<file path="config.mk">
export PLATFORM = sky130hd
export DESIGN_NAME = plu_ram
export DESIGN_NICKNAME = d
export VERILOG_FILES = /design/src/design/plu_ram.sv
export SDC_FILE = /design/constraint.sdc
export NUM_CORES = 1
export LEC_CHECK = 0
export BUFFER_PORTS_ARGS = -buffer_cell sky130_fd_sc_hd__buf_2
export CAP_MARGIN = 5
export CORE_MARGIN = 2
export CORE_UTILIZATION = 25
export DETAILED_ROUTE_END_ITERATION = 6
export PLACE_DENSITY = 0.36
export SYNTH_ARGS = -nofsm -noshare
export SYNTH_HDL_FRONTEND = slang
export SYNTH_SLANG_ARGS = --single-unit
</file>
<file path="constraint.sdc">
create_clock -name clk -period 2.7 [get_ports clk]
set_clock_uncertainty 0.05 [all_clocks]
set_input_delay 0.27 -clock clk [delete_from_list [all_inputs] [get_ports clk]]
set_output_delay 0.27 -clock clk [all_outputs]
set_load 0.02 [all_outputs]
</file>
<file path="src/design/plu_ram.sv">
// Generic single-port-write, single-port-read RAM with registered read data.
// No dependencies.
`default_nettype none

module plu_ram #(
	parameter int WIDTH = 8,
	parameter int DEPTH = 16
) (
	input  wire logic                                    clk,
	input  wire logic                                    we,
	input  wire logic [((DEPTH > 1) ? $clog2(DEPTH) : 1)-1:0] waddr,
	input  wire logic [WIDTH-1:0]                        wdata,
	input  wire logic                                    re,
	input  wire logic [((DEPTH > 1) ? $clog2(DEPTH) : 1)-1:0] raddr,
	output logic      [WIDTH-1:0]                        rdata
);

	logic [WIDTH-1:0] mem_q [DEPTH];

	// Write port
	always_ff @(posedge clk) begin
		if (we) begin
			mem_q[waddr] <= wdata;
		end
	end

	// Read port, data held while not enabled
	always_ff @(posedge clk) begin
		if (re) begin
			rdata <= mem_q[raddr];
		end
	end

endmodule

`default_nettype wire

</file>
=== After elaboration in Yosys (flattened, before gate mapping) ===
Memories as Yosys holds them, arrays and structs flattened. A register that Yosys moved wholly into a read port is not among the register bits.
Cells that the tools add are included.

* Bits in registers: 0
* Latch bits: 0
* Bits in writable memories: 128
* Bits in read-only memories: 0
* Input port bits: 19
* Output and inout bits: 8
* Logic and storage cells: 3
* Memories kept: 1

* Add/subtract/negate cells: 0
* Multiply operators: 0
* Div/mod/pow operators: 0
* Order comparisons: 0
* Equality and inequality tests: 0
* Shifts and indexed selects: 0
* Muxes and demuxes: 2
* Bitwise operators: 0
* Reductions and logical operators: 0

{| class="wikitable"
|+ Memory list
! name !! words !! bits a word !! read ports !! clocked after memory_dff !! wr ports !! RTL line !! RTL
|-
| mem_q || 16 || 8 || 1 || 1 || 1 || 18 || <nowiki>logic [WIDTH-1:0] mem_q [DEPTH];</nowiki>
|}

{| class="wikitable"
|+ Operators by type and width
! cell !! count
|-
| 2-to-1 mux 1 bit || 2
|}

=== Logic depth before layout (Yosys ltp) ===
* Word-level depth: 2
* Depth in mapped cells: 5
* Mapped depth without buffers: 3

=== Worst setup path before layout ===
OpenSTA, ideal clock, no wires.

* Kind: input port to flip-flop
* Start: in waddr[2] (netlist name)
* End: mem mem_q[0][0], enable pin
* Library setup time: 0.383 ns
* Arrival time: 1.380 ns
* Data required time: 2.267 ns
* Setup slack: 0.887 ns
* Stages on the path: 2
* Buffers on the path: 0
* Cells stage by stage: or3b_2 > nor3_1

{| class="wikitable"
|+ RTL lines
! what !! RTL line !! RTL
|-
| start, declared || 11 || <nowiki>input wire logic [((DEPTH > 1) ? $clog2(DEPTH) : 1)-1:0] waddr,</nowiki>
|-
| end, declared || 18 ||
|}

No word-level cell before the write port.

==> out/metrics.yaml <==
synth-seq-area-share: 0.781
cts-hold-fix-buffers: 0
start_kind: "flop"
path_clk_slew_ps: 60
seqCellArea_um2: 4080
ant_nets: 0
vias: 2458
globalplace.congestion: 0.651
numPortBuffers: 26
slowest_stage: "mux4_1"
area_growth_pct: 22.3
fp.dieH_um: 149
syn_inst: 229
die_area_um2: 22100
post_cts_resized: 0
tritoncts: "done"
critical_path_buf_inv_count: 0
routed_wirelength_um: 11800
grt_max_degree: 33
yosys_warnings: 0
clk_path_buf_depth: 2
cp_slowest_stage_delay_ps: 500
p_leak_nw: 2.11
dr.max_layer_used: "met4"
slew_headroom: 0.486
finalSetupViolCount: 0
cts_root_buf: "clkbuf_16"
fmax_mhz: 632
crit_arrival_ps: 1680
comb_power_share: 0.048
final_util: 0.314
path_class: "flop to flop"
dr.first_iter.drc_count: 179
whs_path_depth: 1
grt_usage: 0.114
routed-wl-met3_um: 549
grt_pass1_wl_um: 17200
cp_max_fo: 1
syn_avg_cell_area_um2: 22.8
start_util: 0.257
swShare: 0.197
ys_types: 18
drv_slew: 0
rsz0062_at_grt: "false"
first_pass_iters: 7
nets: 303
pwr_density_cell_nw_per_um2: 780
io_pins: 27
end_kind: "flop"
seq_power_share: 0.480
synthesis.nets: 248
core_um2: 20400
cp_top_family: "multiplexers"
fin_crit_ps: 1580
postCtsSetupRepairBufs: 0
route.met2.wl_um: 5500
reg2reg_depth: 3
syn_area_um2: 5230
tns_ps: 0
drt-met1-wl_um: 5610
n_antenna_cell: 0
required_ps: 2800
numCtsBuffers: 17
routedWlPerCell_um: 20.8
ys_ff_latch: 136
tightest_slew_ps: 769
die_x_um: 149
drc: 0
clkLatencyLatePin_ps: 410
p_int_mw: 4.00
grt_overflow: 0
std_cell_rows: 52
antenna_found_initial: 0
cts.sinks: 136
drv_cap: 0
ir_drop_mv: 0.408
crit_chain: "mux4_1, a22oi_1, nand2_1"
clockPowerShare: 0.472
multiInputGateArea_um2: 1060
htree_levels: 4
hold_violations: 0
hp-class: "primary input to flop"
num-fill-cells: 1971
grt_pass1_vias: 2554
dpl.hpwl_um: 7560
crit_cells: 3
vias_per_cell: 4.34
fin_crit_sh: 0.586
drive_gt1_frac: 0.321
p_switching_mw: 0.984
status: "complete, no violations"
[metal layers]
layer,up-vias,global-route usage
li1,1087,-
met1,1296,0.159
met2,64,0.173
met3,11,0.0340
met4,0,0.0371
met5,-,0
[final cells by class]
class | count | area share
timing repair buffer | 46 | 0.0478
multi-input combinational | 83 | 0.165
sequential | 136 | 0.639
clock buffer | 17 | 0.0665
clock inverter | 14 | 0.0286
tap | 270 | 0.0528
[cells in the mapped netlist]
| master | number | area (um2) |
|---|---|---|
| nor2_1 | 13 | 48.8 |
| mux4_2 | 18 | 405 |
| buf_4 | 1 | 7.51 |
| or3b_2 | 1 | 8.76 |
| mux4_1 | 14 | 368 |
| and2_1 | 1 | 6.26 |
| edfxtp_1 | 136 | 4080 |
| clkdlybuf4s25_2 | 3 | 30.0 |
| nand2_1 | 9 | 33.8 |
| buf_6 | 3 | 33.8 |
| buf_2 | 3 | 15.0 |
| nand2b_1 | 2 | 12.5 |
| nor2b_1 | 1 | 6.26 |
| nor3_1 | 4 | 20.0 |
| nand3_1 | 1 | 5.00 |
| a22oi_1 | 16 | 120 |
| and2b_1 | 1 | 7.51 |
| nand3b_1 | 2 | 15.0 |
[metrics by stage]
step | area (um2) | std cells | worst slack, ps | hold WS (ps) | power, mW
detailed placement | 5780 | 535 | 667 | 625 | 2.69
global route | 6390 | 566 | 1020 | 183 | 5.17
finish | 6390 | 566 | 1120 | 196 | 4.99
global placement | 5780 | 535 | 656 | 626 | 2.68
floorplan | 5230 | 229 | 887 | 319 | 2.57
CTS | 6390 | 566 | 1080 | 179 | 5.07
[sequential cells by signal, summed over array words and instances (netlist names)]
register and count:
mem_q 128, rdata 8
[power groups by stage]
stage	sequential [mW]	clock (mW)	combinational [mW]
after floorplan	2.45	0	0.120
after global placement	2.44	0	0.248
after detailed placement	2.44	0	0.249
after CTS	2.39	2.42	0.249
after global routing	2.40	2.51	0.263
final	2.39	2.35	0.239
[final timing paths]
path / slack, ps / from / end
worst min-delay path: 200 / wdata[2] / mem_q[15][2]$_DFFE_PP_
worst max-delay path: 1120 / mem_q[9][5]$_DFFE_PP_ / rdata[5]$_DFFE_PP_
worst max register to register: 1120 / mem_q[9][5]$_DFFE_PP_ / rdata[5]$_DFFE_PP_
worst min register to register: 710 / mem_q[8][4]$_DFFE_PP_ / rdata[4]$_DFFE_PP_
[layout by cell type, fill, tap and decap left out]
cell type   instances
nor2_1             13
buf_2              26
clkinv_2            4
clkinvlp_4          4
nand3_1             1
mux4_2             18
or3b_2              1
nor3_1              4
buf_4              18
mux4_1             14
nand2b_1            2
clkinv_4            1
clkinv_1            1
bufinv_16           4
buf_12              2
clkbuf_16          17
and2b_1             1
nor2b_1             1
nand3b_1            2
nand2_1             9
and2_1              1
a22oi_1            16
edfxtp_1          136
[logic make-up (layout without fill, tap and decap cells)]
kind of cell,count (synthesis),count (layout),synth area share
simple gates,35,35,0.0314
buf+inv,10,77,0.0165
flops,136,136,0.781
mux,32,32,0.148
compound gates,16,16,0.0230
No activity file was read; power rests on OpenSTA's default activity.
