## config.mk

```make
export PLATFORM = sky130hd
export DESIGN_NAME = plu_seq_flat
export DESIGN_NICKNAME = d
export VERILOG_FILES = /design/src/design/plu_pkg.sv /design/src/design/plu_if.sv /design/src/design/plu_seq.sv /design/src/flat_wrapper.sv
export SDC_FILE = /design/constraint.sdc
export NUM_CORES = 1
export LEC_CHECK = 0
export BUFFER_PORTS_ARGS = -buffer_cell sky130_fd_sc_hd__buf_4
export CAP_MARGIN = 20
export CORE_UTILIZATION = 46
export DETAILED_ROUTE_END_ITERATION = 7
export PLACE_DENSITY = 0.76
export SETUP_SLACK_MARGIN = 0.3
export SLEW_MARGIN = 20
export SYNTH_ARGS = -nofsm -noshare
export SYNTH_HDL_FRONTEND = slang
export SYNTH_SLANG_ARGS = --single-unit
```

## constraint.sdc

```tcl
create_clock -name clk -period 2.6 [get_ports clk]
set_input_delay 0.13 -clock clk [delete_from_list [all_inputs] [get_ports clk]]
set_output_delay 0.13 -clock clk [all_outputs]
set_load 0.02 [all_outputs]
```

## src/design/plu_pkg.sv

```systemverilog
// Package for the particle lifetime update block: sizes, codes, entry layout
// and the fixed-point helpers. No dependencies.
`default_nettype none

package plu_pkg;

	localparam int NUM_PARTICLES = 64;
	localparam int IDX_W = 6;
	localparam int ADDR_W = (NUM_PARTICLES > 1) ? $clog2(NUM_PARTICLES) : 1;
	localparam int Q_W = 20;
	localparam int VEC_W = 3 * Q_W;
	localparam int DT_W = 19;
	localparam int PROD_W = 2 * Q_W;
	localparam int FRAC_W = 10;
	localparam int CFG_IDX_W = 2;
	localparam int STAG_W = 12;
	localparam int REM_W = 4;

	localparam logic [IDX_W-1:0] LAST_IDX = IDX_W'(NUM_PARTICLES - 1);
	localparam logic [DT_W-1:0] BASE_LIFE_RST = DT_W'(1024);
	localparam logic signed [Q_W-1:0] Q_MAX = 20'sh7FFFF;
	localparam logic signed [Q_W-1:0] Q_MIN = 20'sh80000;
	localparam logic [PROD_W-1:0] ROUND_ADJ = PROD_W'((1 << FRAC_W) - 1);

	// Command codes
	localparam logic FUNC_TICK = 1'b0;
	localparam logic FUNC_INIT = 1'b1;

	// Index-pattern counters: i mod 5 and i mod 3 wrap points
	localparam logic [2:0] A_LAST = 3'd4;
	localparam logic [1:0] C_LAST = 2'd2;

	// 0.05 per index in Q10.10 is 512/10 = 51 rem 2 per step
	localparam logic [STAG_W-1:0] STAG_Q_STEP = 12'd51;
	localparam logic [REM_W-1:0] STAG_R_STEP = 4'd2;
	localparam logic [REM_W-1:0] STAG_DIV = 4'd10;

	typedef enum logic [CFG_IDX_W-1:0] {
		CFG_ORIGIN,
		CFG_SPREAD,
		CFG_BASE_VEL,
		CFG_BASE_LIFE
	} cfg_idx_t;

	typedef enum logic {
		ST_IDLE,
		ST_RUN
	} state_t;

	// x lowest, z highest, matching the packed register layout
	typedef struct packed {
		logic signed [Q_W-1:0] z;
		logic signed [Q_W-1:0] y;
		logic signed [Q_W-1:0] x;
	} vec_t;

	// One particle as held in the table memory
	typedef struct packed {
		vec_t                  pos;
		vec_t                  vel;
		logic signed [Q_W-1:0] life;
	} entry_t;

	localparam int ENTRY_W = $bits(entry_t);

	// One particle slot handed from the sequencer to the update pipeline
	typedef struct packed {
		logic              valid;
		logic              init;
		logic [DT_W-1:0]   dt;
		logic [IDX_W-1:0]  idx;
		logic [2:0]        a;
		logic [1:0]        c;
		logic [STAG_W-1:0] stag;
		logic              last;
	} issue_t;

	function automatic logic signed [Q_W-1:0] sat_q(input logic signed [31:0] v);
		logic signed [Q_W-1:0] r;
		if (v > 32'(Q_MAX)) begin
			r = Q_MAX;
		end else if (v < 32'(Q_MIN)) begin
			r = Q_MIN;
		end else begin
			r = v[Q_W-1:0];
		end
		return r;
	endfunction

	// 0.1 * (i mod 5), truncated to Q10.10
	function automatic logic [8:0] life_bonus(input logic [2:0] a);
		logic [8:0] r;
		case (a)
			3'd0: r = 9'd0;
			3'd1: r = 9'd102;
			3'd2: r = 9'd204;
			3'd3: r = 9'd307;
			3'd4: r = 9'd409;
			default: r = 9'd0;
		endcase
		return r;
	endfunction

	// 0.05 * (i mod 4), truncated to Q10.10
	function automatic logic [7:0] vel_bonus(input logic [1:0] k);
		logic [7:0] r;
		case (k)
			2'd0: r = 8'd0;
			2'd1: r = 8'd51;
			2'd2: r = 8'd102;
			default: r = 8'd153;
		endcase
		return r;
	endfunction

	// pos + vel*dt/1024, quotient truncated toward zero, then clamped
	function automatic logic signed [Q_W-1:0] move_axis(input logic signed [Q_W-1:0] p,
			input logic signed [PROD_W-1:0] m);
		logic signed [PROD_W-1:0] adj;
		logic signed [PROD_W-1:0] d;
		adj = m[PROD_W-1] ? (m + ROUND_ADJ) : m;
		d = adj >>> FRAC_W;
		return sat_q(32'(p) + 32'(d));
	endfunction

endpackage

`default_nettype wire

```

## src/design/plu_if.sv

```systemverilog
// Handshake channels of the particle block: command in, position word out.
// Depends on plu_pkg for field widths.
`default_nettype none

interface plu_in_if;
	logic                        valid;
	logic                        ready;
	logic                        func;
	logic [plu_pkg::DT_W-1:0]    step_dt;

	modport source (output valid, func, step_dt, input ready);
	modport sink (input valid, func, step_dt, output ready);
endinterface


`default_nettype wire

```

## src/design/plu_seq.sv

```systemverilog
// Command sequencer: takes a command word and walks the particle indexes,
// keeping the index-pattern counters. Depends on plu_pkg and plu_if.
`default_nettype none

module plu_seq (
	input  wire logic     clk,
	input  wire logic     arst_n,
	input  wire logic     adv,
	input  wire logic     pipe_busy,
	plu_in_if.sink        cmd,
	output plu_pkg::issue_t iss
);

	plu_pkg::state_t state_q;
	plu_pkg::state_t state_d;

	logic [plu_pkg::IDX_W-1:0]  idx_q;
	logic [2:0]                 a_q;
	logic [1:0]                 c_q;
	logic [plu_pkg::STAG_W-1:0] stag_q;
	logic [plu_pkg::REM_W-1:0]  rem_q;
	logic [plu_pkg::REM_W-1:0]  rem_sum;
	logic                       init_q;
	logic [plu_pkg::DT_W-1:0]   dt_q;
	logic                       accept;
	logic                       step;
	logic                       at_last;

	assign accept  = cmd.valid && cmd.ready;
	assign step    = (state_q == plu_pkg::ST_RUN) && adv;
	assign at_last = (idx_q == plu_pkg::LAST_IDX);
	assign rem_sum = rem_q + plu_pkg::STAG_R_STEP;

	// Next state
	always_comb begin
		state_d = state_q;
		case (state_q)
			plu_pkg::ST_IDLE: begin
				if (accept) state_d = plu_pkg::ST_RUN;
			end
			plu_pkg::ST_RUN: begin
				if (step && at_last) state_d = plu_pkg::ST_IDLE;
			end
			default: state_d = plu_pkg::ST_IDLE;
		endcase
	end

	// Outputs: take a command only once stages 1 and 2 of the pipeline are empty
	always_comb begin
		cmd.ready  = 1'b0;
		iss.valid  = 1'b0;
		case (state_q)
			plu_pkg::ST_IDLE: cmd.ready = !pipe_busy;
			plu_pkg::ST_RUN:  iss.valid = 1'b1;
			default: begin
				cmd.ready = 1'b0;
				iss.valid = 1'b0;
			end
		endcase
		iss.init = init_q;
		iss.dt   = dt_q;
		iss.idx  = idx_q;
		iss.a    = a_q;
		iss.c    = c_q;
		iss.stag = stag_q;
		iss.last = at_last;
	end

	always_ff @(posedge clk or negedge arst_n) begin
		if (!arst_n) begin
			state_q <= plu_pkg::ST_IDLE;
		end else begin
			state_q <= state_d;
		end
	end

	// Advance index and pattern counters, restart on a new command
	always_ff @(posedge clk or negedge arst_n) begin
		if (!arst_n) begin
			idx_q  <= '0;
			a_q    <= '0;
			c_q    <= '0;
			stag_q <= '0;
			rem_q  <= '0;
		end else if (accept) begin
			idx_q  <= '0;
			a_q    <= '0;
			c_q    <= '0;
			stag_q <= '0;
			rem_q  <= '0;
		end else if (step) begin
			idx_q <= idx_q + 1'b1;
			a_q   <= (a_q == plu_pkg::A_LAST) ? 3'd0 : (a_q + 3'd1);
			c_q   <= (c_q == plu_pkg::C_LAST) ? 2'd0 : (c_q + 2'd1);
			if (rem_sum >= plu_pkg::STAG_DIV) begin
				rem_q  <= rem_sum - plu_pkg::STAG_DIV;
				stag_q <= stag_q + plu_pkg::STAG_Q_STEP + 1'b1;
			end else begin
				rem_q  <= rem_sum;
				stag_q <= stag_q + plu_pkg::STAG_Q_STEP;
			end
		end
	end

	// Hold the command word for the whole run
	always_ff @(posedge clk) begin
		if (accept) begin
			init_q <= (cmd.func == plu_pkg::FUNC_INIT);
			dt_q   <= cmd.step_dt;
		end
	end

endmodule

`default_nettype wire

```

## src/flat_wrapper.sv

```systemverilog
// flat-port wrapper written by rule: the top's interface ports become plain ports
module plu_seq_flat 
  (clk, arst_n, adv, pipe_busy, iss, cmd_valid, cmd_func, cmd_step_dt, cmd_ready);
  plu_in_if cmd_i ();
  input  wire logic clk;
  input  wire logic arst_n;
  input  wire logic adv;
  input  wire logic pipe_busy;
  output plu_pkg::issue_t iss;
  input wire logic [$bits(cmd_i.valid)-1:0] cmd_valid;
  input wire logic [$bits(cmd_i.func)-1:0] cmd_func;
  input wire logic [$bits(cmd_i.step_dt)-1:0] cmd_step_dt;
  output wire logic [$bits(cmd_i.ready)-1:0] cmd_ready;
  assign cmd_i.valid = cmd_valid;
  assign cmd_i.func = cmd_func;
  assign cmd_i.step_dt = cmd_step_dt;
  assign cmd_ready = cmd_i.ready;
  plu_seq u_core (.clk(clk), .arst_n(arst_n), .adv(adv), .pipe_busy(pipe_busy), .cmd(cmd_i), .iss(iss));
endmodule
```

# Yosys cells after proc, flatten, opt, wreduce, memory -nomap -nowiden
# Index checks and enable logic that the tools add are counted.
dict set report word_totals {
  ff_bits 48
  latchBits 0
  mem_bits_rw 0
  rom_bits 0
  input_bits 25
  output_inout_bits 46
  word_cells 44
  mem_count 0
}
dict set report classes {
  addsub 7
  n_mul 0
  n_div 0
  order_cmp 1
  n_eq_ne 3
  shift 0
  n_mux 19
  n_bitwise 1
  reduce_logical 5
}
# op count
set op_table {}
lappend op_table {{$mux 12} 3}
lappend op_table {{$add 12x1->12 const B} 1}
lappend op_table {{$add 12x6->12 const B} 1}
lappend op_table {{$mux 4} 3}
lappend op_table {{$mux 6} 2}
lappend op_table {{$mux 3} 3}
lappend op_table {{$add 6x1->6 const B} 1}
lappend op_table {{$eq 6x6->1 const B} 1}
lappend op_table {{$mux 2} 3}
lappend op_table {{$add 4x2->4 const B} 1}
lappend op_table {{$ge 4x4->1 const B} 1}
lappend op_table {{$mux 1} 4}
lappend op_table {{$sub 4x4->4 const B} 1}
lappend op_table {{$add 3x1->3 const B} 1}
lappend op_table {{$eq 3x3->1 const B} 1}
lappend op_table {{$logic_and 1x1->1} 3}
lappend op_table {{$add 2x1->2 const B} 1}
lappend op_table {{$eq 2x2->1 const B} 1}
lappend op_table {{$pmux 1 s2} 1}
lappend op_table {{$reduce_bool 2->1} 1}
lappend op_table {{$logic_not 1->1} 1}
lappend op_table {{$not 1->1} 1}

# Longest topological paths before layout
dict set report logic_depth {
  word_depth 5
  mapped_depth 9
  mapped_depth_nobuf 8
}

# Worst setup path before layout
# No wires, ideal clock.
dict set report synth_timing {
  kind {register to register}
  from {register u_core.stag_q[0] (netlist name)}
  to {register u_core.stag_q[11] (netlist name)}
  setup_ps 124
  arrival_time_ps 2535
  required_time_ps 2476
  slack_ps -59
  path_stages_with_launch 10
  path_buffers 1
  period_less_slack_ps 2659
  cell_sequence {dfrtp_1 clkbuf_1 inv_1 ha_1 nand3b_1 xnor2_1 nor4b_4 nand3_2 o311a_1 a211o_1}
}
dict set report synth_via {
  elab_chain_len 5
}
# item line_no
set synth_rtl {}
lappend synth_rtl {{start: declaration} plu_seq.sv:20} ;# logic [plu_pkg::STAG_W-1:0] stag_q;
lappend synth_rtl {{start signal: assignment} plu_seq.sv:97} ;# stag_q <= stag_q + plu_pkg::STAG_Q_STEP + 1'b1;
lappend synth_rtl {{start signal: assignment} plu_seq.sv:100} ;# stag_q <= stag_q + plu_pkg::STAG_Q_STEP;
lappend synth_rtl {{$add 12x6->12 *} {plu_seq.sv:97, plu_seq.sv:100}}
lappend synth_rtl {{$add 12x1->12} plu_seq.sv:97}
lappend synth_rtl {{$mux 12 *} plu_seq.sv:95} ;# if (rem_sum >= plu_pkg::STAG_DIV) begin
lappend synth_rtl {{$mux 12 *} plu_seq.sv:91} ;# end else if (step) begin
lappend synth_rtl {{$mux 12 *} plu_seq.sv:85} ;# end else if (accept) begin
# Mark *: on every way between the ends. The rest lies on a longest branch, timed or not. The select of a mux whose other input is x is not followed.
# A chain may end at the register's enable or synchronous reset.

# Final worst setup path
dict set report layout_timing {
  from {register u_core.stag_q[1] (netlist name)}
  to {register u_core.stag_q[11] (netlist name)}
}
# The elaborated chain is that of the path after synthesis.

==> results.md <==
- Result of the run: finished clean
- LEAKAGE: 1.46 nW
- Sum Neg Setup Slack: 0 ps
- Unrepaired setup endpoints after global routing: false
- Max Transition Viols Final: 0
- Setup crit start kind: register
- Clock net sink count: 47
- Max_cap viols: 0
- Std cell rows: 25
- CTS root buffer: sky130_fd_sc_hd__clkbuf_8
- Hold Crit Class: input port to register
- Ratio of routed vias to standard cells: 5.20
- Met2 global-route usage: a little under two fifths
- Cell chain of the critical path: inv_2, ha_4, nand3b_1, xnor2_2, nor4b_4, nand3_2, o311a_1, a211o_1
- Slowest-stage cell, CP: sky130_fd_sc_hd__dfrtp_2
- Fraction of power spent switching nets: roughly two fifths
- Share of cells above drive strength 1: 30.9%
- Clock H-tree levels: 2
- Part of the total power dissipated in the clock network: approximately 15%
- Final routed wire length divided by cell count: 14.4 um
- Proportion of synthesized flip-flops having asynchronous set or reset: 57.4%
- Portion of total power attributed to sequential cells: between 30% and 40%
- Number of placed instances, taps included: 356
- Max IR drop VDD: 0.505 mV
- Internal power consumption: 1.82 mW
- Total routing resource utilization after global routing: 22.1%
- GP Congestion: 0.895
- Kind of critical path: register to register
- Most common cell after layout, fill and taps aside: sky130_fd_sc_hd__buf_4
- Number of antenna violations at the first check in global routing: 0
- Total detailed-routing wirelength: 5.64 mm
- Combinational Power Share: ~47%
- GR met1 Demand/Resource: 27.1%
- Clock Latency Late Sink: around 300 ps
- Number of cells in the finished layout apart from fillers: 391
- Core Box Area: 4820 sq um
- Rel. slew slack: approximately 61%
- Pin count of the biggest net entering global routing: 28
- Power density cells: 936 nW/um^2
- Total grt overflow: 0
- Half-perimeter wire length after detailed placement: 3.63 mm
- Vias in the first global route: between 1500 and 2000
- Grt met3 use: 5.62%
- Cts bufs inserted: 5
- Longest Clk Path Bufs: 2
- Worst EP arrival: 2420 ps
- Initial standard-cell utilization of the core: ~50%
- WP data required: 2790 ps
- Synthesized instance count: approximately 230
- Num ports: around 70
- Most used routing layer in global routing: met2
- Diode insertion count for antenna repair: 0
- Buf+Inv Stages, Crit Path: 1
- Count of flip-flops with a built-in enable after synthesis: 20
- Slew of the pin with the lowest slew margin: 579 ps
- Die area: 5380 sq um
- Number of hold violations in the final report: 0
- Ratio of final minimum period to clock period: 85.7%
- Endpoint type of the worst setup path: register
- Cell family contributing the most delay on the critical path: simple AND/OR/NAND/NOR gates
- Critical Path Max Stage Delay: 410 ps
- Number of gates resized after CTS: 0
- Netlist cell types: slightly below 50
- Prevailing post-synth register cell: sky130_fd_sc_hd__dfrtp_1
- Count of unresolved DRC violations after routing: 0
- Area of the mapped netlist: 2340 sq um
- DRC violation total after the first TritonRoute iteration: 73
- Yosys warns: 0
- Drt pass-1 iters: 4
- CTS tree: yes
- Area added between synthesis and finish: 41.5%
- P_sw: 1.28 mW
- Number of nets in the layout: 354
- Average size of a mapped cell: about 10 sq um
- Clock transition at path regs: 90 ps
- Final critical path time including I/O delays and setup: 2230 ps
- Die span in y: 73.4 um
- Number of register bits inferred by synthesis: 47
- Number of failing setup endpoints in the final timing report: 0
- Wire length of the first global-routing pass: 8.89 mm
- Clock Skews: 8.09 ps
- Antenna-violating nets left: 0
- Count of vias placed by the detailed router: between 2000 and 2500
- Number of port buffers: 70
- X dimension of the die: 73.4 um
- Portion of the post-synthesis area used by sequential elements: 54.5%
- Most frequent cells in the layout: sky130_fd_sc_hd__buf_4, sky130_fd_sc_hd__nand2_1, sky130_fd_sc_hd__dfrtp_1, sky130_fd_sc_hd__nor2_1, sky130_fd_sc_hd__dlygate4sd3_1
- Largest fanout on the critical path: 6
- Upper clock frequency limit: between 0.4 and 0.5 GHz
- Net count after synthesis: roughly 260
final cells by class:
class	count	area [sq um]
clock buffer	7	86.3
clock inverter	1	8.76
fill	371	1500
inverter	9	36.3
multi-input combinational	157	995
sequential	47	1280
tap	67	83.8
timing repair buffer	103	826
stage by stage:
step / worst slack (ps) / area, sq um / hold slack [ps] / total power, mW / util [%]
final: 371 / 3310 / 86.9 / 3.10 / 68.8
after global routing: 296 / 3310 / 135 / 3.32 / 68.8
after CTS: 309 / 3290 / 2.86 / 3.09 / 68.3
after detailed placement: 253 / 2960 / 67.4 / 2.57 / 61.5
after global placement: 325 / 2960 / 68.3 / 2.55 / 61.5
after floorplan: 275 / 2390 / -166 / 2.14 / -
worst paths after layout:
path	from	endpoint	slack, ps	cells after the start
worst min-delay path	adv	u_core.state_q$_DFF_PN0_	90	4
max in group asynchronous	arst_n	u_core.stag_q[0]$_DFFE_PN0P_	2050	2
worst max register to register	u_core.stag_q[1]$_DFFE_PN0P_	u_core.stag_q[11]$_DFFE_PN0P_	370	8
min in group asynchronous	arst_n	u_core.c_q[1]$_DFFE_PN0P_	270	2
worst min register to register	u_core.c_q[1]$_DFFE_PN0P_	u_core.c_q[0]$_DFFE_PN0P_	520	1
worst max-delay path	u_core.stag_q[1]$_DFFE_PN0P_	u_core.stag_q[11]$_DFFE_PN0P_	370	8
repair_timing:
item                                    in CTS  in global routing
pin swaps                                    1                  0
setup buffers                                4                  2
endpoints found under the hold margin       46                  1
hold buffers                                20                  1
cloned                                       0                  0
endpoints found under the setup margin       1                  2
routing by layer:
layer  up-vias  routed length [um]
li1        993                   -
met1       942                2490
met2        85                2610
met3        14                 411
met4         0                 131
met5         -                   0
power by group through the flow:
stage	clock network (mW)	logic [mW]	registers [mW]
4_1_cts	0.472	1.42	1.19
2_1_floorplan	0	0.840	1.30
5_1_grt	0.499	1.60	1.22
6_report	0.467	1.45	1.19
3_5_place_dp	0	1.35	1.22
3_3_place_gp	0	1.33	1.22
cells in the mapped netlist, drive strengths merged (2+ instances only):
master,n,area share (%)
nor2,21,3.4
a32o,2,0.85
a211oi,2,0.64
o21ai,21,4.6
nand4,4,1.1
xnor2,6,2.2
o31ai,2,0.64
ha,6,3.2
edfxtp,20,26
a31oi,3,0.80
xor2,9,3.7
mux2i,2,0.85
clkbuf,8,1.3
nand3,8,1.9
buf,4,1.2
dfrtp,27,29
o211ai,2,0.64
and2,3,0.80
a211o,2,0.75
a22o,2,0.75
nor3,2,0.43
inv,8,1.3
a21oi,9,1.9
nand2,30,4.8
nand3b,3,0.96
or2,2,0.53
logic make-up after synthesis:
family,after synthesis,synth area share [%]
XOR/XNOR,15,5.93
multiplexers,2,0.855
adder cells (fa/ha/maj),6,3.21
buffers and inverters,21,3.90
AO/OA/AOI/OAI,54,14.9
flip-flops,47,54.5
AND/OR/NAND/NOR,80,16.7
sequential cells by signal, summed over array words and instances (netlist names):
signal	cells
u_core.init_q	1
u_core.c_q	2
u_core.a_q	3
u_core.idx_q	6
u_core.rem_q	3
u_core.state_q	1
u_core.stag_q	12
u_core.dt_q	19
tightest hold or removal path: cells and delay by family:
kind,cells,cell delay (ps)
buf+inv,1,90
simple gates,3,150
(Power assumes the default switching activity.)
