[config.mk]
export PLATFORM = sky130hd
export DESIGN_NAME = plu_upd_flat
export DESIGN_NICKNAME = d
export VERILOG_FILES = /design/src/design/plu_pkg.sv /design/src/design/plu_if.sv /design/src/design/plu_upd.sv /design/src/flat_wrapper.sv
export SDC_FILE = /design/constraint.sdc
export NUM_CORES = 2
export LEC_CHECK = 0
export BUFFER_PORTS_ARGS = -buffer_cell sky130_fd_sc_hd__buf_4
export CAP_MARGIN = 5
export CORE_ASPECT_RATIO = 0.5
export CORE_MARGIN = 4
export CORE_UTILIZATION = 65
export DETAILED_ROUTE_END_ITERATION = 10
export GPL_ROUTABILITY_DRIVEN = 0
export PLACE_DENSITY_LB_ADDON = 0.1
export SETUP_SLACK_MARGIN = 0.02
export SKIP_LAST_GASP = 1
export SYNTH_ARGS = -nofsm -noshare
export SYNTH_HDL_FRONTEND = slang
export SYNTH_SLANG_ARGS = --single-unit
export TNS_END_PERCENT = 5
[constraint.sdc]
create_clock -name clk -period 17.9 [get_ports clk]
set_input_delay 1.79 -clock clk [delete_from_list [all_inputs] [get_ports clk]]
set_output_delay 1.79 -clock clk [all_outputs]
set_load 0.005 [all_outputs]
[src/design/plu_pkg.sv]
// Package for the particle lifetime update block: sizes, codes, entry layout
// and the fixed-point helpers. No dependencies.
`default_nettype none

package plu_pkg;

	localparam int NUM_PARTICLES = 64;
	localparam int IDX_W = 6;
	localparam int ADDR_W = (NUM_PARTICLES > 1) ? $clog2(NUM_PARTICLES) : 1;
	localparam int Q_W = 20;
	localparam int VEC_W = 3 * Q_W;
	localparam int DT_W = 19;
	localparam int PROD_W = 2 * Q_W;
	localparam int FRAC_W = 10;
	localparam int CFG_IDX_W = 2;
	localparam int STAG_W = 12;
	localparam int REM_W = 4;

	localparam logic [IDX_W-1:0] LAST_IDX = IDX_W'(NUM_PARTICLES - 1);
	localparam logic [DT_W-1:0] BASE_LIFE_RST = DT_W'(1024);
	localparam logic signed [Q_W-1:0] Q_MAX = 20'sh7FFFF;
	localparam logic signed [Q_W-1:0] Q_MIN = 20'sh80000;
	localparam logic [PROD_W-1:0] ROUND_ADJ = PROD_W'((1 << FRAC_W) - 1);

	// Command codes
	localparam logic FUNC_TICK = 1'b0;
	localparam logic FUNC_INIT = 1'b1;

	// Index-pattern counters: i mod 5 and i mod 3 wrap points
	localparam logic [2:0] A_LAST = 3'd4;
	localparam logic [1:0] C_LAST = 2'd2;

	// 0.05 per index in Q10.10 is 512/10 = 51 rem 2 per step
	localparam logic [STAG_W-1:0] STAG_Q_STEP = 12'd51;
	localparam logic [REM_W-1:0] STAG_R_STEP = 4'd2;
	localparam logic [REM_W-1:0] STAG_DIV = 4'd10;

	typedef enum logic [CFG_IDX_W-1:0] {
		CFG_ORIGIN,
		CFG_SPREAD,
		CFG_BASE_VEL,
		CFG_BASE_LIFE
	} cfg_idx_t;

	typedef enum logic {
		ST_IDLE,
		ST_RUN
	} state_t;

	// x lowest, z highest, matching the packed register layout
	typedef struct packed {
		logic signed [Q_W-1:0] z;
		logic signed [Q_W-1:0] y;
		logic signed [Q_W-1:0] x;
	} vec_t;

	// One particle as held in the table memory
	typedef struct packed {
		vec_t                  pos;
		vec_t                  vel;
		logic signed [Q_W-1:0] life;
	} entry_t;

	localparam int ENTRY_W = $bits(entry_t);

	// One particle slot handed from the sequencer to the update pipeline
	typedef struct packed {
		logic              valid;
		logic              init;
		logic [DT_W-1:0]   dt;
		logic [IDX_W-1:0]  idx;
		logic [2:0]        a;
		logic [1:0]        c;
		logic [STAG_W-1:0] stag;
		logic              last;
	} issue_t;

	function automatic logic signed [Q_W-1:0] sat_q(input logic signed [31:0] v);
		logic signed [Q_W-1:0] r;
		if (v > 32'(Q_MAX)) begin
			r = Q_MAX;
		end else if (v < 32'(Q_MIN)) begin
			r = Q_MIN;
		end else begin
			r = v[Q_W-1:0];
		end
		return r;
	endfunction

	// 0.1 * (i mod 5), truncated to Q10.10
	function automatic logic [8:0] life_bonus(input logic [2:0] a);
		logic [8:0] r;
		case (a)
			3'd0: r = 9'd0;
			3'd1: r = 9'd102;
			3'd2: r = 9'd204;
			3'd3: r = 9'd307;
			3'd4: r = 9'd409;
			default: r = 9'd0;
		endcase
		return r;
	endfunction

	// 0.05 * (i mod 4), truncated to Q10.10
	function automatic logic [7:0] vel_bonus(input logic [1:0] k);
		logic [7:0] r;
		case (k)
			2'd0: r = 8'd0;
			2'd1: r = 8'd51;
			2'd2: r = 8'd102;
			default: r = 8'd153;
		endcase
		return r;
	endfunction

	// pos + vel*dt/1024, quotient truncated toward zero, then clamped
	function automatic logic signed [Q_W-1:0] move_axis(input logic signed [Q_W-1:0] p,
			input logic signed [PROD_W-1:0] m);
		logic signed [PROD_W-1:0] adj;
		logic signed [PROD_W-1:0] d;
		adj = m[PROD_W-1] ? (m + ROUND_ADJ) : m;
		d = adj >>> FRAC_W;
		return sat_q(32'(p) + 32'(d));
	endfunction

endpackage

`default_nettype wire

[src/design/plu_if.sv]
// Handshake channels of the particle block: command in, position word out.
// Depends on plu_pkg for field widths.
`default_nettype none


interface plu_out_if;
	logic                          valid;
	logic                          ready;
	logic [plu_pkg::IDX_W-1:0]     particle_index;
	logic signed [plu_pkg::Q_W-1:0] pos_x;
	logic signed [plu_pkg::Q_W-1:0] pos_y;
	logic signed [plu_pkg::Q_W-1:0] pos_z;
	logic                          respawned;
	logic                          last;

	modport source (output valid, particle_index, pos_x, pos_y, pos_z, respawned, last,
		input ready);
	modport sink (input valid, particle_index, pos_x, pos_y, pos_z, respawned, last,
		output ready);
endinterface

`default_nettype wire

[src/design/plu_upd.sv]
// Update pipeline: lifetime decrement, respawn, Euler move, write-back and
// the output register. Depends on plu_pkg and plu_if.
`default_nettype none

module plu_upd (
	input  wire logic                          clk,
	input  wire logic                          arst_n,
	input  wire plu_pkg::issue_t               iss,
	input  wire plu_pkg::entry_t               rd_data,
	input  wire logic [plu_pkg::VEC_W-1:0]     origin,
	input  wire logic [plu_pkg::VEC_W-1:0]     spread,
	input  wire logic [plu_pkg::VEC_W-1:0]     base_vel,
	input  wire logic [plu_pkg::DT_W-1:0]      base_life,
	output logic                               adv,
	output logic                               busy,
	output logic                               wr_en,
	output logic [plu_pkg::ADDR_W-1:0]         wr_addr,
	output plu_pkg::entry_t                    wr_data,
	plu_out_if.source                          res
);

	// Stage 1: slot info lines up with the read data from the table
	plu_pkg::issue_t iss_s1;

	plu_pkg::vec_t  org;
	plu_pkg::vec_t  spr;
	plu_pkg::vec_t  bvel;
	plu_pkg::entry_t rsp;
	plu_pkg::entry_t base_ent;
	logic signed [plu_pkg::Q_W:0]   sx_w;
	logic signed [plu_pkg::Q_W:0]   sz_w;
	logic signed [plu_pkg::Q_W:0]   half_sum;
	logic signed [plu_pkg::Q_W:0]   half_x;
	logic signed [plu_pkg::Q_W:0]   offx;
	logic signed [plu_pkg::Q_W:0]   offz;
	logic signed [plu_pkg::Q_W-1:0] life_base;
	logic signed [plu_pkg::Q_W-1:0] life_init;
	logic signed [plu_pkg::Q_W-1:0] life_dec;
	logic signed [plu_pkg::DT_W:0]  dt_s;
	logic signed [plu_pkg::PROD_W-1:0] prod_x;
	logic signed [plu_pkg::PROD_W-1:0] prod_y;
	logic signed [plu_pkg::PROD_W-1:0] prod_z;
	logic                           resp;

	// Stage 2
	logic                              v_s2;
	plu_pkg::entry_t                   ent_s2;
	logic signed [plu_pkg::PROD_W-1:0] prod_x_s2;
	logic signed [plu_pkg::PROD_W-1:0] prod_y_s2;
	logic signed [plu_pkg::PROD_W-1:0] prod_z_s2;
	logic                              resp_s2;
	logic [plu_pkg::IDX_W-1:0]         idx_s2;
	logic                              last_s2;
	plu_pkg::entry_t                   fin;

	// Output register
	logic                      out_valid_q;
	logic [plu_pkg::IDX_W-1:0] out_idx_q;
	plu_pkg::vec_t             out_pos_q;
	logic                      out_resp_q;
	logic                      out_last_q;

	assign adv  = !out_valid_q || res.ready;
	assign busy = iss_s1.valid || v_s2;

	assign org  = plu_pkg::vec_t'(origin);
	assign spr  = plu_pkg::vec_t'(spread);
	assign bvel = plu_pkg::vec_t'(base_vel);

	// Respawn values from the emitter registers and the index pattern
	always_comb begin
		sx_w     = {spr.x[plu_pkg::Q_W-1], spr.x};
		sz_w     = {spr.z[plu_pkg::Q_W-1], spr.z};
		half_sum = sx_w + (plu_pkg::Q_W + 1)'(spr.x[plu_pkg::Q_W-1]);
		half_x   = half_sum >>> 1;
		case (iss_s1.a)
			3'd0: offx = -sx_w;
			3'd1: offx = -half_x;
			3'd2: offx = '0;
			3'd3: offx = half_x;
			default: offx = sx_w;
		endcase
		case (iss_s1.c)
			2'd0: offz = -sz_w;
			2'd1: offz = '0;
			default: offz = sz_w;
		endcase

		life_base = plu_pkg::sat_q($signed(32'(base_life))
			+ $signed(32'(plu_pkg::life_bonus(iss_s1.a))));
		life_init = plu_pkg::sat_q(32'(life_base) - $signed(32'(iss_s1.stag)));

		rsp.pos.x = plu_pkg::sat_q(32'(org.x) + 32'(offx));
		rsp.pos.y = plu_pkg::sat_q(32'(org.y) + 32'(spr.y));
		rsp.pos.z = plu_pkg::sat_q(32'(org.z) + 32'(offz));
		rsp.vel.x = bvel.x;
		rsp.vel.y = plu_pkg::sat_q(32'(bvel.y)
			+ $signed(32'(plu_pkg::vel_bonus(iss_s1.idx[1:0]))));
		rsp.vel.z = bvel.z;
		rsp.life  = iss_s1.init ? life_init : life_base;
	end

	// Lifetime step, respawn decision and the velocity products
	always_comb begin
		dt_s     = $signed({1'b0, iss_s1.dt});
		life_dec = plu_pkg::sat_q(32'(rd_data.life) - 32'(dt_s));
		resp     = iss_s1.init || life_dec[plu_pkg::Q_W-1] || (life_dec == '0);
		base_ent = rd_data;
		base_ent.life = life_dec;
		if (resp) base_ent = rsp;
		prod_x = rd_data.vel.x * dt_s;
		prod_y = rd_data.vel.y * dt_s;
		prod_z = rd_data.vel.z * dt_s;
	end

	// Move surviving particles
	always_comb begin
		fin = ent_s2;
		if (!resp_s2) begin
			fin.pos.x = plu_pkg::move_axis(ent_s2.pos.x, prod_x_s2);
			fin.pos.y = plu_pkg::move_axis(ent_s2.pos.y, prod_y_s2);
			fin.pos.z = plu_pkg::move_axis(ent_s2.pos.z, prod_z_s2);
		end
	end

	// Write back as the word moves to the output register
	assign wr_en   = v_s2 && adv;
	assign wr_addr = idx_s2[plu_pkg::ADDR_W-1:0];
	assign wr_data = fin;

	// Advance stage valids, hold on a stalled output
	always_ff @(posedge clk or negedge arst_n) begin
		if (!arst_n) begin
			iss_s1      <= '0;
			v_s2        <= 1'b0;
			out_valid_q <= 1'b0;
		end else if (adv) begin
			iss_s1      <= iss;
			v_s2        <= iss_s1.valid;
			out_valid_q <= v_s2;
		end
	end

	always_ff @(posedge clk) begin
		if (adv) begin
			ent_s2    <= base_ent;
			prod_x_s2 <= prod_x;
			prod_y_s2 <= prod_y;
			prod_z_s2 <= prod_z;
			resp_s2   <= resp;
			idx_s2    <= iss_s1.idx;
			last_s2   <= iss_s1.last;
			if (v_s2) begin
				out_idx_q  <= idx_s2;
				out_pos_q  <= fin.pos;
				out_resp_q <= resp_s2;
				out_last_q <= last_s2;
			end
		end
	end

	assign res.valid          = out_valid_q;
	assign res.particle_index = out_idx_q;
	assign res.pos_x          = out_pos_q.x;
	assign res.pos_y          = out_pos_q.y;
	assign res.pos_z          = out_pos_q.z;
	assign res.respawned      = out_resp_q;
	assign res.last           = out_last_q;

endmodule

`default_nettype wire

[src/flat_wrapper.sv]
// flat-port wrapper written by rule: the top's interface ports become plain ports
module plu_upd_flat 
  (clk, arst_n, iss, rd_data, origin, spread, base_vel, base_life, adv, busy, wr_en, wr_addr, wr_data, res_valid, res_particle_index, res_pos_x, res_pos_y, res_pos_z, res_respawned, res_last, res_ready);
  plu_out_if res_i ();
  input  wire logic clk;
  input  wire logic arst_n;
  input  wire plu_pkg::issue_t iss;
  input  wire plu_pkg::entry_t rd_data;
  input  wire logic [plu_pkg::VEC_W-1:0] origin;
  input  wire logic [plu_pkg::VEC_W-1:0] spread;
  input  wire logic [plu_pkg::VEC_W-1:0] base_vel;
  input  wire logic [plu_pkg::DT_W-1:0] base_life;
  output logic adv;
  output logic busy;
  output logic wr_en;
  output logic [plu_pkg::ADDR_W-1:0] wr_addr;
  output plu_pkg::entry_t wr_data;
  output wire logic [$bits(res_i.valid)-1:0] res_valid;
  output wire logic [$bits(res_i.particle_index)-1:0] res_particle_index;
  output wire logic [$bits(res_i.pos_x)-1:0] res_pos_x;
  output wire logic [$bits(res_i.pos_y)-1:0] res_pos_y;
  output wire logic [$bits(res_i.pos_z)-1:0] res_pos_z;
  output wire logic [$bits(res_i.respawned)-1:0] res_respawned;
  output wire logic [$bits(res_i.last)-1:0] res_last;
  input wire logic [$bits(res_i.ready)-1:0] res_ready;
  assign res_valid = res_i.valid;
  assign res_particle_index = res_i.particle_index;
  assign res_pos_x = res_i.pos_x;
  assign res_pos_y = res_i.pos_y;
  assign res_pos_z = res_i.pos_z;
  assign res_respawned = res_i.respawned;
  assign res_last = res_i.last;
  assign res_i.ready = res_ready;
  plu_upd u_core (.clk(clk), .arst_n(arst_n), .iss(iss), .rd_data(rd_data), .origin(origin), .spread(spread), .base_vel(base_vel), .base_life(base_life), .adv(adv), .busy(busy), .wr_en(wr_en), .wr_addr(wr_addr), .wr_data(wr_data), .res(res_i));
endmodule
# After elaboration in Yosys (flattened, before gate mapping)
# Index checks and enable logic that the tools add are counted.
# classes
n_mux,30
n_eq_ne,7
reduce_logical,11
n_mul,3
addsub,17
order_cmp,20
# op_table
operator,n
$mux 20,21
$gt 32x20->1 const B,10
$lt 32x20->1 const B,10
$mux 140,1
$add 40x10->40 const B,3
$mul 20x20->40,3
$mux 40,3
$add 20x30->31,3
$pmux 21 s4,1
$neg 20->21,3
$mux 60,1
$add 20x21->22,2
$pmux 21 s2,1
$pmux 9 s4,1
$pmux 8 s3,1
$add 20x2->21,1
$add 20x20->21,1
$add 20x9->21,1
$sub 20x13->21,1
$sub 20x20->21,1
$add 19x9->20,1
$logic_not 20->1,1
$eq 3x2->1 const B,2
$eq 2x1->1 const B,2
9 further kinds,13
# word_totals
reg_bits,383
input_bits,387
wordCells,117

# Longest topological paths before layout
# logic_depth
depth_word,12
depth_mapped,29
depth_no_buf,26

# Least setup slack after synthesis
# Ideal clock, no wire load.
# synth_path
kind,input port to output port
startpoint,input port res_ready
endpoint,output port adv
path_stages,3
arrival_ns,9.598
path_slack_ns,6.512
path_buffers,2
required_time_ns,16.110
cell_sequence,nand2b_1 > clkbuf_1 > clkbuf_1
# synth_via
elab_chain_len,1
# synth_rtl
item,line,source
from (decl),flat_wrapper.sv:25,input wire logic [$bits(res_i.ready)-1:0] res_ready;
$logic_or 1x1->1,plu_upd.sv:63,assign adv = !out_valid_q || res.ready;
to (decl),flat_wrapper.sv:13,output logic adv;
# Every way passes these cells.

==> summary.md <==
| Metric | Value |
|---|---|
| Setup TNS | 0 ps |
| Max-cap check violation count | 0 |
| CP most frequent cell | nand3_1 |
| Final Hold Fails | 0 |
| Register area | 11300 um2 |
| Setup violations, final | 0 |
| Share of cells above drive strength 1 | 0.100 |
| Post-Syn Nets | 10300 |
| Bufs and invs on worst path | 2 |
| Clk root buf | clkbuf_16 |
| # hold bufs at CTS | 0 |
| Status | completed |
| Die width | 484 um |
| Post-synthesis async set-or-reset flop share | 0.123 |
| Die height | 246 um |
| Commonest cells post-synth | 1316 x inv_1, 1207 x fa_1, 1086 x nand2_1 |
| Fmax | 107 MHz |
| Die area | 119000 um2 |
| Num CTS Buffers | 42 |
| Htree depth | 2 |
| Mapped Cells | 8128 |
| Filler Cells Inserted | 8639 |
| Finished Layout Cells | 9911 |
| Post-synth EDFFs | 336 |
| Vias per cell | 6.00 |
| CP Max Fanout | 19 |
| WL per Instance | 21.8 um |
| Tmin final | 9330 ps |
| Count leader, synth | inv_1 |
| Crit share post-route | 0.521 |
| Nets | 10500 |
| Slowest library cell on the worst path | o32ai_4 |
| CP delay by family, top | compound AO/OA/AOI/OAI gates |
| Clk buf depth | 3 |
| Antenna-violating nets left | 0 |
| Worst skew pair latency | 650 ps |
| Number of global-route vias before repair | 60400 |
| Data arrival, critical path | 7540 ps |
| Setup Crit Path Kind | register to primary output |
| Register bit count reported by yosys | 383 |
| Post-synth top area cell | fa_1 |
| Num rows | 86 |
| Global route overflow | 0 |
| Max Slew Vio Count | 0 |
| Dpl cells | 9821 |
| Sink Count | 383 |
| Worst-path clk slew | 70 ps |
| First-pass GRT wire length | 341000 um |
| Worst slew pin tran | 1190 ps |
| Crit. End Element | primary output |
| Iter 0 DRT Violations | 5475 |
| Ranking of synthesized cells by area | fa_1 33%, edfxtp_1 14%, ha_1 9.1% |
| Vias post-DR | 59500 |
| Worst Skew | 32.5 ps |
| Drt total wl | 216000 um |
| Avg Cell Area, Syn | 9.06 um2 |
| Pre-antenna DRT Iters | 6 |
| Post-synthesis sequential area ratio | 0.153 |
| Area of the core | 111000 um2 |
| Final Util | 0.718 |
| Post-synth cell types | 107 |
| Slew HR | 0.210 |
| IO Count | 605 |
| CTS tree | yes |
| Synth top area share | 0.328 |
| Total GRT Usage | 0.369 |
| Syn-to-layout area delta | 8.53% |
| Initial core utilization | 0.662 |
| Cell Area, Placed | 78400 um2 |
| Main synth FF type | edfxtp_1 |
| Post-CTS Resized | 0 |
| Mapped Area | 73600 um2 |
| Port bufs | 604 |
| Crit path largest cell delay | 990 ps |
| DRC viols | 0 |
| Final HPWL DP | 171000 um |
| RSZ-0062 raised after global routing | no |
| CP Launch Type | register |
| Final Cell Area | 79900 um2 |
| Largest net degree at the start of global routing | 113 |
| Hold WC Path Type | register to register |
| Post-CTS Setup Repair Bufs | 0 |
| Area of the multi-input gates | 55400 um2 |
| Initial antenna violation count | 23 |
| Syn. warnings | 0 |
| Crit path cell chain | nand3_1 -> nor2_1 -> inv_1 -> nor3_1 -> nand4_1 -> xnor2_1 -> ha_1 -> a21o_1 -> a221o_1 -> a211o_1 -> or3_4 -> o21ai_2 -> mux2i_1 -> nand3_1 -> or4_4 -> o32ai_4 -> a2bb2oi_1 -> buf_4 |
| Worst endpoint required time | 16110 ps |
[layout make-up]
cell class	instances	area share
Tap cell	1496	0.0234
Clock inverter	27	0.00462
Antenna cell	14	0.000438
Multi-Input combinational cell	5969	0.693
Sequential cell	383	0.141
Clock buffer	49	0.0139
Timing Repair Buffer	655	0.0615
Inverter	1318	0.0620
[final timing paths]
check / endpoint / cells after the start / startpoint / slack, ps
max: wr_data[88] / 18 / u_core.prod_x_s2[39]$_DFFE_PN_ / 8570
min: u_core.res.last$_DFFE_PP_ / 0 / u_core.last_s2$_DFFE_PN_ / 420
max reg2reg: u_core.prod_x_s2[39]$_DFFE_PN_ / 25 / u_core.dt_s[12]$_DFFE_PN0N_ / 9230
min reg2reg: u_core.res.last$_DFFE_PP_ / 0 / u_core.last_s2$_DFFE_PN_ / 420
max in group asynchronous: u_core.dt_s[16]$_DFFE_PN0N_ / 1 / arst_n / 16140
min in group asynchronous: u_core.iss_s1[23]$_DFFE_PN0N_ / 1 / arst_n / 1180
[state kept, by name (all words and copies together) (netlist names)]
register and count:
u_core.wr_data 80, u_core.ent_s2 60, u_core.prod_x_s2 40, u_core.prod_y_s2 40, u_core.prod_z_s2 40, u_core.iss_s1 26, u_core.res.pos_x 20, u_core.res.pos_y 20
u_core.res.pos_z 20, u_core.dt_s 19, u_core.res.particle_index 6, u_core.wr_addr 6, u_core.last_s2 1, u_core.res.last 1, u_core.res.respawned 1, u_core.res.valid 1
u_core.resp_s2 1, u_core.v_s2 1
[cells by family (layout without fill, tap and decap cells)]
group,count (synthesis),in the layout,synth area share
AO/OA/AOI/OAI,1240,1240,0.111
XOR/XNOR,403,403,0.0479
adder cells (fa/ha/maj),1743,1743,0.419
buffers and inverters,1776,2049,0.0953
flip-flops,383,383,0.153
multiplexers,44,44,0.00642
other,0,14,0
AND/OR/NAND/NOR,2539,2539,0.167
[per-stage QoR]
step | hold WS [ps] | worst slack [ps]
4_1_cts | 423 | 8780
3_3_place_gp | 403 | 8460
3_5_place_dp | 407 | 8340
2_1_floorplan | 400 | 6510
5_1_grt | 426 | 8220
6_report | 423 | 8570
[cell usage in the layout, fill, tap and decap left out, drive strengths merged, types with 121 or more instances in the layout]
| master | n |
|---|---|
| and2 | 568 |
| buf | 655 |
| xnor2 | 293 |
| fa | 1207 |
| edfxtp | 336 |
| nor2 | 300 |
| inv | 1323 |
| nand2 | 1086 |
| o21ai | 250 |
| ha | 536 |
| nand3 | 121 |
| a21oi | 346 |
| a21o | 148 |
[worst reg2reg max path, stage by stage (launching register included)]
cell and delay [ps]:
dfrtp_2 690, buf_4 690, nand2_1 170, fa_1 550, inv_1 60, fa_1 490
inv_1 50, fa_1 480, inv_1 60, fa_1 520, inv_1 60, fa_1 540
inv_1 60, fa_1 500, fa_1 490, ha_1 270, a211o_1 280, a21oi_1 170
a21boi_0 150, o22ai_1 560, o22ai_1 240, o41a_1 470, a2111oi_0 460, o21bai_1 140
a21oi_1 210, xnor2_1 80
[metal layers]
metal / GRT usage / vias up / share of wire
li1: - / 26500 / -
met1: 0.519 / 29500 / 0.41
met2: 0.562 / 2933 / 0.44
met3: 0.105 / 435 / 0.13
met4: 0.104 / 20 / 0.029
met5: 0 / - / 0.00066
Power is not shown: default switching activity piles up to over one toggle a cycle in this logic, so the estimate is an artifact.
